==> src/rtl/core/e2q_pkg.sv <==
// ---------------------------------------------------------------------------
// e2q_pkg
// shared widths, constants and fixed-point helpers for euler_to_quaternion
// ---------------------------------------------------------------------------
package e2q_pkg;

  localparam int ANG_W  = 16;
  localparam int QC_W   = 16;
  localparam int QW_W   = 15;
  localparam int NUM_W  = 33;
  localparam int RAD_W  = 33;
  localparam int ROOT_W = 31;
  localparam int IDX_W  = 2;

  localparam logic [IDX_W-1:0] REG_PITCH = 2'd0;
  localparam logic [IDX_W-1:0] REG_ROLL  = 2'd1;

  typedef logic signed [31:0] q30_t;

  localparam q30_t ONE_Q30 = 32'sh4000_0000;

  localparam logic signed [33:0] QUARTER_PI = 34'sd843314857;
  localparam logic signed [33:0] HALF_PI    = 34'sd1686629713;
  localparam logic signed [33:0] HALF_PI2   = 34'sd3373259426;
  localparam logic signed [33:0] HALF_PI3   = 34'sd5059889139;

  localparam logic [ROOT_W-1:0] DEGEN_W = 31'd65536;
  localparam logic [14:0]       Q14_MAX = 15'd16384;

  localparam int SC_LAT  = 24;
  localparam int SQ_LAT  = 31;
  localparam int DV_LAT  = 16;
  localparam int TOT_LAT = SC_LAT + 3 + SQ_LAT + DV_LAT + 1;

  // q30 product truncated toward zero
  function automatic q30_t mulq(q30_t a, q30_t b);
    logic signed [63:0] p;
    p = 64'(a) * 64'(b);
    if (p < 0) begin
      p = p + 64'sd1073741823;
    end
    return q30_t'(p >>> 30);
  endfunction

endpackage

==> src/rtl/core/e2q_sqrt.sv <==
// ---------------------------------------------------------------------------
// e2q_sqrt
// pipelined integer square root of rad * 2^28, one root bit per stage
// ---------------------------------------------------------------------------
module e2q_sqrt (
  input  logic                         clk,
  input  logic [e2q_pkg::RAD_W-1:0]    rad,
  output logic [e2q_pkg::ROOT_W-1:0]   root
);
  import e2q_pkg::*;

  logic [61:0]       rem [0:ROOT_W-1];
  logic [ROOT_W-1:0] rt  [0:ROOT_W-1];

  for (genvar g = 0; g < ROOT_W; g++) begin : g_bit
    localparam int I = ROOT_W - 1 - g;

    logic [61:0]       rem_in;
    logic [ROOT_W-1:0] rt_in;
    logic [61:0]       trial;

    if (g == 0) begin : g_first
      assign rem_in = {1'b0, rad, 28'd0};
      assign rt_in  = '0;
    end else begin : g_next
      assign rem_in = rem[g-1];
      assign rt_in  = rt[g-1];
    end

    assign trial = (62'(rt_in) << (I + 1)) + (62'd1 << (2 * I));

    always_ff @(posedge clk) begin
      if (rem_in >= trial) begin
        rem[g] <= rem_in - trial;
        rt[g]  <= rt_in | (ROOT_W'(1) << I);
      end else begin
        rem[g] <= rem_in;
        rt[g]  <= rt_in;
      end
    end
  end

  assign root = rt[ROOT_W-1];

endmodule

==> config.mk <==
export PLATFORM = sky130hd
export DESIGN_NAME = e2q_sqrt
export DESIGN_NICKNAME = d
export VERILOG_FILES = /design/src/rtl/core/e2q_pkg.sv /design/src/rtl/core/e2q_sqrt.sv
export SDC_FILE = /design/constraint.sdc
export NUM_CORES = 2
export LEC_CHECK = 0
export ABC_CLOCK_PERIOD_IN_PS = 4600
export BUFFER_PORTS_ARGS = -buffer_cell sky130_fd_sc_hd__buf_2
export CAP_MARGIN = 30
export CORE_ASPECT_RATIO = 0.7
export CORE_MARGIN = 1.5
export CORE_UTILIZATION = 60
export CTS_BUF_LIST = sky130_fd_sc_hd__clkbuf_16
export CTS_CLUSTER_SIZE = 12
export DETAILED_ROUTE_END_ITERATION = 10
export PLACE_DENSITY = 0.76
export SLEW_MARGIN = 5
export SYNTH_ARGS = -nofsm -noshare
export SYNTH_HDL_FRONTEND = slang
export SYNTH_SLANG_ARGS = --single-unit
==> constraint.sdc <==
create_clock -name clk -period 4.6 [get_ports clk]
set_clock_uncertainty 0.2 [all_clocks]
set_input_delay 0.46 -clock clk [delete_from_list [all_inputs] [get_ports clk]]
set_output_delay 0.46 -clock clk [all_outputs]
set_load 0.005 [all_outputs]
==> summary.md <==
| Metric | Value |
|---|---|
| # setup viols final | 0 |
| Share of cells above drive strength 1 | 5.86% |
| EDFF count, synth | 0 |
| Startpoint types | register |
| Global-route wire length before repair | 297 mm |
| Slowest-stage cell, CP | or4b_2 |
| Slew Limit Fails | 0 |
| Hold_ws | 0.0838 ns |
| Final hold vios | 0 |
| DR vias | 56600 |
| DRT Wirelength | 188 mm |
| Core footprint | 120000 um2 |
| RSZ-0062 raised after global routing | no |
| Worst-Margin Slew | 1.14 ns |
| R2R cell count | 11 |
| Buf/Inv on CP | 0 |
| Maximum vdd drop | 515 uV |
| CTS max path bufs | 3 |
| Fmax | 223 MHz |
| Cells after Synth | 7826 |
| Max Cap Viol | 0 |
| Async SR Flop Fraction | 0% |
| Gpl congestion | 0.983 |
| R2R Setup Slk | 0.11 ns |
| Die Y | 295 um |
| H-tree depth | 4 |
| TNS Setup | 0 ns |
| Area contributors post-synth | dfxtp_1 46%, ha_1 8.5%, xor2_1 4.7%, xnor2_1 4.5%, a21oi_1 3.3% |
| Status | finished clean |
| Synth warn | 0 |
| DR pass1 iterations | 6 |
| Drc violations | 0 |
| CTS sink cnt | 1685 |
| Design Power | 48300 uW |
| Cell accounting for the most synthesized area | dfxtp_1 |
| Routed wire per std cell | 19.5 um |
| Worst hold start | rad[12] |
| Reg2reg start | rem[24][12] |
| Met3 WL | 19.7 mm |
| FF+latch count, synth | 1685 |
| Mean Syn Cell Area | 9.31 um2 |
| # port buffers | 64 |
| Most frequent cells in the layout | 1685 x dfxtp_1, 649 x inv_1, 591 x nand2_1, 521 x nor2_1, 496 x ha_1 |
| Clock transition at path regs | 0.06 ns |
| Num CTS Buffers | 166 |
| Most frequent CP cell | a211o_1 |
| Hold Path End | rem[0][40] |
| Crit path kind | register to register |
| DIE AREA | 124000 um2 |
| Total GRT Usage | 30.3% |
| Mean number of vias per cell | 5.85 |
| Post-CTS setup buffers | 0 |
| Worst flop-to-flop path endpoint | rem[25][60] |
| Worst Setup End Kind | register |
| Largest stage delay on the critical path | 0.67 ns |
| Total grt overflow | 0 |
| Initial core utilization | 60.8% |
| Metal2 WL | 71.5 mm |
| Chip Width | 419 um |
| TritonCTS clock tree | built |
| Number of I/O pins | 65 |
| Pwr Density | 602 nW/um2 |
| Area grow syn2layout | 10.2% |
| Req. time, crit path | 5.11 ns |
| Critical path's top delay family | compound AO/OA/AOI/OAI gates |
| Crit-path cells | ha_1 > fa_1 > a211o_1 > a2111oi_0 > o21bai_1 > o21a_1 > a31oi_1 > nor4_1 > a211o_1 > or4b_2 > xnor2_1 |
| Lkg Pwr | 0.0377 uW |
| Register area share after synthesis | 46.3% |
| Main synth FF type | dfxtp_1 |
| Yosys top cell area share | 46.3% |
| Most common cell after layout, fill and taps aside | dfxtp_1 |
| Root buffer cell | clkbuf_16 |
| Vias in the first global route | 53600 |
| HP Class | primary input to register |
| Final #Nets | 8533 |
| Crit path time final | 4.49 ns |
| CP Max Fanout | 5 |
| Largest net degree at the start of global routing | 62 |
| Crit path DAT | 5.00 ns |
| Post-synth cell types | 89 |
| Hold path depth | 2 |
| Initial antenna violation count | 5 |
| DR top layer | met4 |
| DP Wirelength | 143 mm |
| Cell area after synthesis | 72800 um2 |
| Skew-Pair Late Insertion Delay | 0.83 ns |
| Site Rows | 106 |
| DRT met1 WL | 94.1 mm |
| Slew HR | 23.7% |
| Final period util | 97.6% |
| Initial detailed-routing violation count | 5965 |
| Routed Antenna Nets | 0 |
==> worst register-to-register path, delay by kind of cell (launching register included) <==
family	cells	cell delay (ns)
AO/OA/AOI/OAI	6	2.23
XOR/XNOR	1	0.14
adder cells (fa/ha/maj)	2	0.70
flip-flops	1	0.36
AND/OR/NAND/NOR	2	0.77
==> how the worst max path moves through the flow <==
stage	cells after the start	end	from
after global placement	11	rem[27][59]	rem[26][8]
after floorplan	11	rem[25][60]	rem[24][12]
after CTS	12	rem[25][59]	rem[24][12]
after detailed placement	11	rem[25][60]	rem[24][12]
after global routing	11	rem[25][60]	rem[24][12]
final	11	rem[25][60]	rem[24][12]
==> metal layers <==
layer	GRT usage, %	vias to the layer above
met3	8.79	238
li1	-	27500
met4	6.62	0
met1	47.1	26600
met5	1.14	-
met2	40.3	2304
==> cell families after synthesis <==
family	Yosys count	share of synthesized area, %
other	1	0.00515
and+or+nand+nor	2358	16.3
muxes	71	1.10
DFF	1685	46.3
buffers and inverters	791	4.09
adders and majority gates	509	8.88
xor gates and xnor gates	771	9.27
AOI/OAI and AO/OA	1640	14.0
==> cell usage after synthesis, types with 58 or more instances <==
master,instances
dfxtp_1,1685
inv_1,627
nand2_1,591
nor2_1,523
ha_1,496
a21oi_1,477
o21ai_0,432
xor2_1,394
xnor2_1,377
nor3_1,242
a21o_1,213
nor4_1,172
nand3_1,145
clkbuf_1,144
nand4_1,110
o21a_1,101
or3_1,90
nand2b_1,88
nor2b_1,71
mux2_2,70
or4_1,65
a31oi_1,58
==> power by group <==
part           internal, uW  switching, uW  total, uW
Combinational          5830           7600      13400
Sequential            18500           4000      22500
Clock                  6720           5720      12400
Total                 31000          17300      48300
==> final cells by class <==
class / instances / area (um2)
Fill cell: 9586 / 39600
Multi-Input combinational cell: 5351 / 36200
Sequential cell: 1685 / 33700
Clock buffer: 166 / 4150
Inverter: 631 / 2370
Tap cell: 1620 / 2030
Timing Repair Buffer: 155 / 1090
Clock inverter: 67 / 691
Antenna cell: 10 / 25.0
==> metrics by stage <==
step	utilization, %	std cells	instance area [um2]	setup slack, ns
after floorplan	-	7827	72900	0.847
after global placement	62.6	9405	75100	0.362
after detailed placement	62.6	9407	75100	0.269
after CTS	66.9	9673	80200	0.168
after global routing	67.0	9684	80300	0.0251
final	67.0	9685	80300	0.108
==> state kept, by name, indices dropped and copies added (netlist names) <==
register and cells:
rt 496, rem 1189
==> timing repair <==
action | in CTS | in global routing
endpoints found under the setup margin | 0 | 15
hold endpoints to repair | 33 | 0
resized for setup | 0 | 2
hold buffers | 33 | 0
(Power assumes the default switching activity.)
