[src/rtl/core/e2q_pkg.sv]
// ---------------------------------------------------------------------------
// e2q_pkg
// shared widths, constants and fixed-point helpers for euler_to_quaternion
// ---------------------------------------------------------------------------
package e2q_pkg;

  localparam int ANG_W  = 16;
  localparam int QC_W   = 16;
  localparam int QW_W   = 15;
  localparam int NUM_W  = 33;
  localparam int RAD_W  = 33;
  localparam int ROOT_W = 31;
  localparam int IDX_W  = 2;

  localparam logic [IDX_W-1:0] REG_PITCH = 2'd0;
  localparam logic [IDX_W-1:0] REG_ROLL  = 2'd1;

  typedef logic signed [31:0] q30_t;

  localparam q30_t ONE_Q30 = 32'sh4000_0000;

  localparam logic signed [33:0] QUARTER_PI = 34'sd843314857;
  localparam logic signed [33:0] HALF_PI    = 34'sd1686629713;
  localparam logic signed [33:0] HALF_PI2   = 34'sd3373259426;
  localparam logic signed [33:0] HALF_PI3   = 34'sd5059889139;

  localparam logic [ROOT_W-1:0] DEGEN_W = 31'd65536;
  localparam logic [14:0]       Q14_MAX = 15'd16384;

  localparam int SC_LAT  = 24;
  localparam int SQ_LAT  = 31;
  localparam int DV_LAT  = 16;
  localparam int TOT_LAT = SC_LAT + 3 + SQ_LAT + DV_LAT + 1;

  // q30 product truncated toward zero
  function automatic q30_t mulq(q30_t a, q30_t b);
    logic signed [63:0] p;
    p = 64'(a) * 64'(b);
    if (p < 0) begin
      p = p + 64'sd1073741823;
    end
    return q30_t'(p >>> 30);
  endfunction

endpackage

[src/rtl/core/e2q_div.sv]
// ---------------------------------------------------------------------------
// e2q_div
// pipelined rounded divide num*4096/w with saturation to q1.14
// ---------------------------------------------------------------------------
module e2q_div (
  input  logic                               clk,
  input  logic signed [e2q_pkg::NUM_W-1:0]   num,
  input  logic [e2q_pkg::ROOT_W-1:0]         w,
  output logic signed [e2q_pkg::QC_W-1:0]    quot
);
  import e2q_pkg::*;

  localparam int QB = 14;
  localparam int DW = 46;

  logic [NUM_W-1:0] mag;
  logic [DW-1:0]    nn;

  assign mag = num[NUM_W-1] ? NUM_W'(-num) : NUM_W'(num);
  assign nn  = {1'b0, mag, 12'd0} + DW'(w >> 1);

  logic [DW-1:0]     rem [0:QB];
  logic [ROOT_W-1:0] wd  [0:QB];
  logic [QB-1:0]     qb  [0:QB];
  logic              neg [0:QB];
  logic              sat [0:QB];

  always_ff @(posedge clk) begin
    rem[0] <= nn;
    wd[0]  <= w;
    qb[0]  <= '0;
    neg[0] <= num[NUM_W-1];
    sat[0] <= nn >= {1'b0, w, 14'd0};
  end

  for (genvar g = 0; g < QB; g++) begin : g_bit
    localparam int I = QB - 1 - g;
    logic [DW-1:0] trial;

    assign trial = DW'(wd[g]) << I;

    always_ff @(posedge clk) begin
      wd[g+1]  <= wd[g];
      neg[g+1] <= neg[g];
      sat[g+1] <= sat[g];
      if (rem[g] >= trial) begin
        rem[g+1] <= rem[g] - trial;
        qb[g+1]  <= qb[g] | (QB'(1) << I);
      end else begin
        rem[g+1] <= rem[g];
        qb[g+1]  <= qb[g];
      end
    end
  end

  logic [14:0] qv;
  assign qv = sat[QB] ? Q14_MAX : {1'b0, qb[QB]};

  always_ff @(posedge clk) begin
    quot <= neg[QB] ? -QC_W'(qv) : QC_W'(qv);
  end

endmodule

[config.mk]
export PLATFORM = sky130hd
export DESIGN_NAME = e2q_div
export DESIGN_NICKNAME = d
export VERILOG_FILES = /design/src/rtl/core/e2q_pkg.sv /design/src/rtl/core/e2q_div.sv
export SDC_FILE = /design/constraint.sdc
export NUM_CORES = 2
export LEC_CHECK = 0
export ABC_AREA = 1
export BUFFER_PORTS_ARGS = -buffer_cell sky130_fd_sc_hd__buf_2
export CORE_ASPECT_RATIO = 0.75
export CORE_MARGIN = 8
export CORE_UTILIZATION = 35
export CTS_BUF_LIST = sky130_fd_sc_hd__clkbuf_2 sky130_fd_sc_hd__clkbuf_4 sky130_fd_sc_hd__clkbuf_8
export DETAILED_ROUTE_END_ITERATION = 16
export HOLD_SLACK_MARGIN = 0.1
export SYNTH_ARGS = -nofsm -noshare
export SYNTH_HDL_FRONTEND = slang
export SYNTH_SLANG_ARGS = --single-unit
[constraint.sdc]
create_clock -name clk -period 4.8 [get_ports clk]
set_input_delay 0.48 -clock clk [delete_from_list [all_inputs] [get_ports clk]]
set_output_delay 0.48 -clock clk [all_outputs]
set_load 0.03 [all_outputs]
==> metrics.yaml <==
clocking:
  cts_setup_buffers: 0
  numCtsBuffers: 182
  clockBufferDepth: 3
  clock_latency_ps: 990
  clockRootBuffer: "clkbuf_8"
  clock-sinks: 1127
  tritoncts: "yes"
  cts.clk_slew.worst_paths_ps: 60
  htreeDepth: 4
synth:
  ys_seq_elements: 1127
  synth_top_family_by_area: "simple AND/OR/NAND/NOR gates"
  async_flop_share_pct: 0
  yosys.area_share.simple_pct: 28.3
  syn_area_per_cell_um2: 6.82
  synth_cell_types: 59
  syn_nets: 10082
  synthMuxAreaShare_pct: 0
  synth_compound_area_share_pct: 12.8
  synthCells: 9517
  yosys_warnings: 0
  synth-xor-area-share_pct: 4.87
  synth_fa_ha_area_share_pct: 9.80
  synth_edf_count: 0
  synth_area_um2: 64900
  ys_seq_area_share_pct: 34.8
  synth_flop_cell: "dfxtp_1"
sta:
  slew_headroom_pct: 33.7
  fin_skew_ps: 69.4
  finalHoldViolCount: 0
  max_freq_mhz: 229
  whs_ps: 188
  fin_crit_ps: 4360
  fin_crit_sh_pct: 90.8
  tightest_slew_ps: 984
  maxSlewViolCount: 0
  setup_viol_count_final: 0
  rsz0062_at_grt: "no"
hold_path:
  hp-class: "input port to flip-flop"
  worstHoldEndpoint: "rem[0][24]"
  holdPathStages: 4
  hp-start: "num[12]"
worst_setup_path:
  path_class: "input port to flip-flop"
  reg2reg_slack_ps: 950
  crit_required_ps: 5620
  crit-reg2reg-launch: "rem[0][276]"
  timing.rr.end: "rem[0][333]"
  reg2regPathDepth: 11
  worstPathMaxFanout: 3
  cp-end-kind: "flip-flop"
  critPathArrivalTime_ps: 5180
  cp-start-kind: "input port"
floorplanning:
  fp.coreArea_um2: 185000
  initial_utilization_pct: 35.1
  die_h_um: 389
  die_area_um2: 200000
  pin_count: 81
  rows: 137
  die_w_um: 513
pwr:
  power.leakage_nw: 35.2
  vdd_ir_drop_max_v: 0.000387
  power_density_nw_per_um2: 730
  finalPower_mw: 53.5
final_layout:
  layout.nets: 10354
  layout.cells.most_common_list: "nand2_1, inv_1, dfxtp_1, nor2_1, o21ai_0"
  mostFrequentLayoutCell: "nand2_1"
  drive_gt1_share_pct: 5.84
  area_growth_pct: 12.9
  final_core_util_pct: 39.6
drt:
  drcViolationCount: 0
  vias: 63669
  wl_um: 271000
  viasPerCell: 5.14
  initialDrtViolationCount: 6417
  drtPass1Iterations: 6
  antenna_left: 0
  post_drt_wl_per_cell_um: 21.9
place:
  dp_hpwl_um: 230000
  gp_congestion: 1.00
  portBuffers: 80
grt:
  grt_start_max_net_pins: 69
  gr-total-overflow: 0
  grt_pass1_wl_um: 392000
  antenna_found_initial: 26
  grt_pass1_vias: 59711
  gr-usage-all-layers_pct: 25.9
job:
  cap_violations: 0
run_status:
  status: "finished clean"
sequential cells by signal, summed over array words and instances (netlist names):
name	flops
rem	644
wd	332
qb	105
quot	16
neg	15
sat	15
stage by stage:
step	std cells	instance area, um2	setup WS, ps	TNS (ps)
finish	12381	73300	442	0
global route	12374	73200	85.2	0
CTS	12370	73200	497	0
detailed placement	11988	68300	34.0	0
global placement	11988	68300	-86.7	-86.7
floorplan	9517	64900	1090	0
worst max-delay path, cell delays in order:
cell	delay (ps)
dlygate4sd3_1	530
buf_2	140
inv_1	80
ha_1	200
nand3_1	120
nor2_1	180
nand3_1	190
nand2_1	120
xor2_1	90
ha_1	320
nand2_1	90
nor2_1	150
and2_1	200
nand4_1	120
nand3_1	210
nand3_1	180
nand2_1	200
nand2_1	150
xnor2_1	230
ha_1	280
a21oi_1	170
nor2_1	60
a211oi_1	190
a21oi_1	120
a211oi_2	250
nand3_1	100
layer usage:
layer | part of all wire, % | routed length [um] | GRT usage (%)
met1 | 49 | 132000 | 38.7
met5 | 0.0048 | 13 | 0
met2 | 42 | 113000 | 39.1
met3 | 6.9 | 18600 | 3.61
met4 | 2.4 | 6420 | 6.15
synth_stat cells, types with 50 or more instances:
cell	n	share of area, %
nand3_1	440	3.4
nor3_1	93	0.72
a21oi_1	547	4.2
o21bai_1	78	0.90
xor2_1	173	2.3
o21ai_0	559	4.3
o21ai_1	50	0.39
xnor2_1	188	2.5
nand2_1	2517	15
dfxtp_1	1127	35
a31oi_1	78	0.75
inv_1	1478	8.5
nor2_1	1053	6.1
nor4_1	50	0.48
ha_1	486	9.4
a21o_1	62	0.72
nand4_1	157	1.5
nand3b_1	51	0.59
buf_2	54	0.42
power breakdown:
group	leakage, nW	switching, mW	total (mW)	internal (mW)
sequential	9.48	3.04	15.3	12.3
clock	2.29	4.38	10.1	5.74
combinational	23.4	19.2	28.0	8.87
cells by family (layout without fill, tap and decap cells):
kind of cell	after synthesis	count (layout)
AND/OR/NAND/NOR	4445	4445
adder cells (fa/ha/maj)	500	500
other	1	12
buffers and inverters	1586	2007
XOR/XNOR	361	361
AO/OA/AOI/OAI	1497	1497
flip-flops	1127	1127
how the worst max path moves through the flow:
stage             from   endpoint  slack (ps)  cells past startpoint
6_report        num[0]  sat[0][0]         440                     26
3_5_place_dp    num[0]  sat[0][0]          30                     26
3_3_place_gp    num[0]  sat[0][0]         -90                     24
5_1_grt         num[0]  sat[0][0]          90                     27
4_1_cts         num[0]  sat[0][0]         500                     27
2_1_floorplan  num[32]  sat[0][0]        1090                     23
timing repair:
action | 4_1_cts | 5_1_grt
hold buffers | 49 | 0
setup endpoints to repair | 0 | 1
hold endpoints to repair | 64 | 0
gates resized for setup | 0 | 2
area by class of cell:
| type | count | area (um2) |
|---|---|---|
| multi-input combinational | 6804 | 36200 |
| sequential | 1127 | 22600 |
| tap | 2432 | 3040 |
| inverter | 1493 | 5610 |
| fill | 19785 | 112000 |
| timing repair buffer | 181 | 1340 |
| antenna | 11 | 27.5 |
| clock buffer | 256 | 3340 |
| clock inverter | 77 | 1130 |
Power figures use the tool's default switching activity.
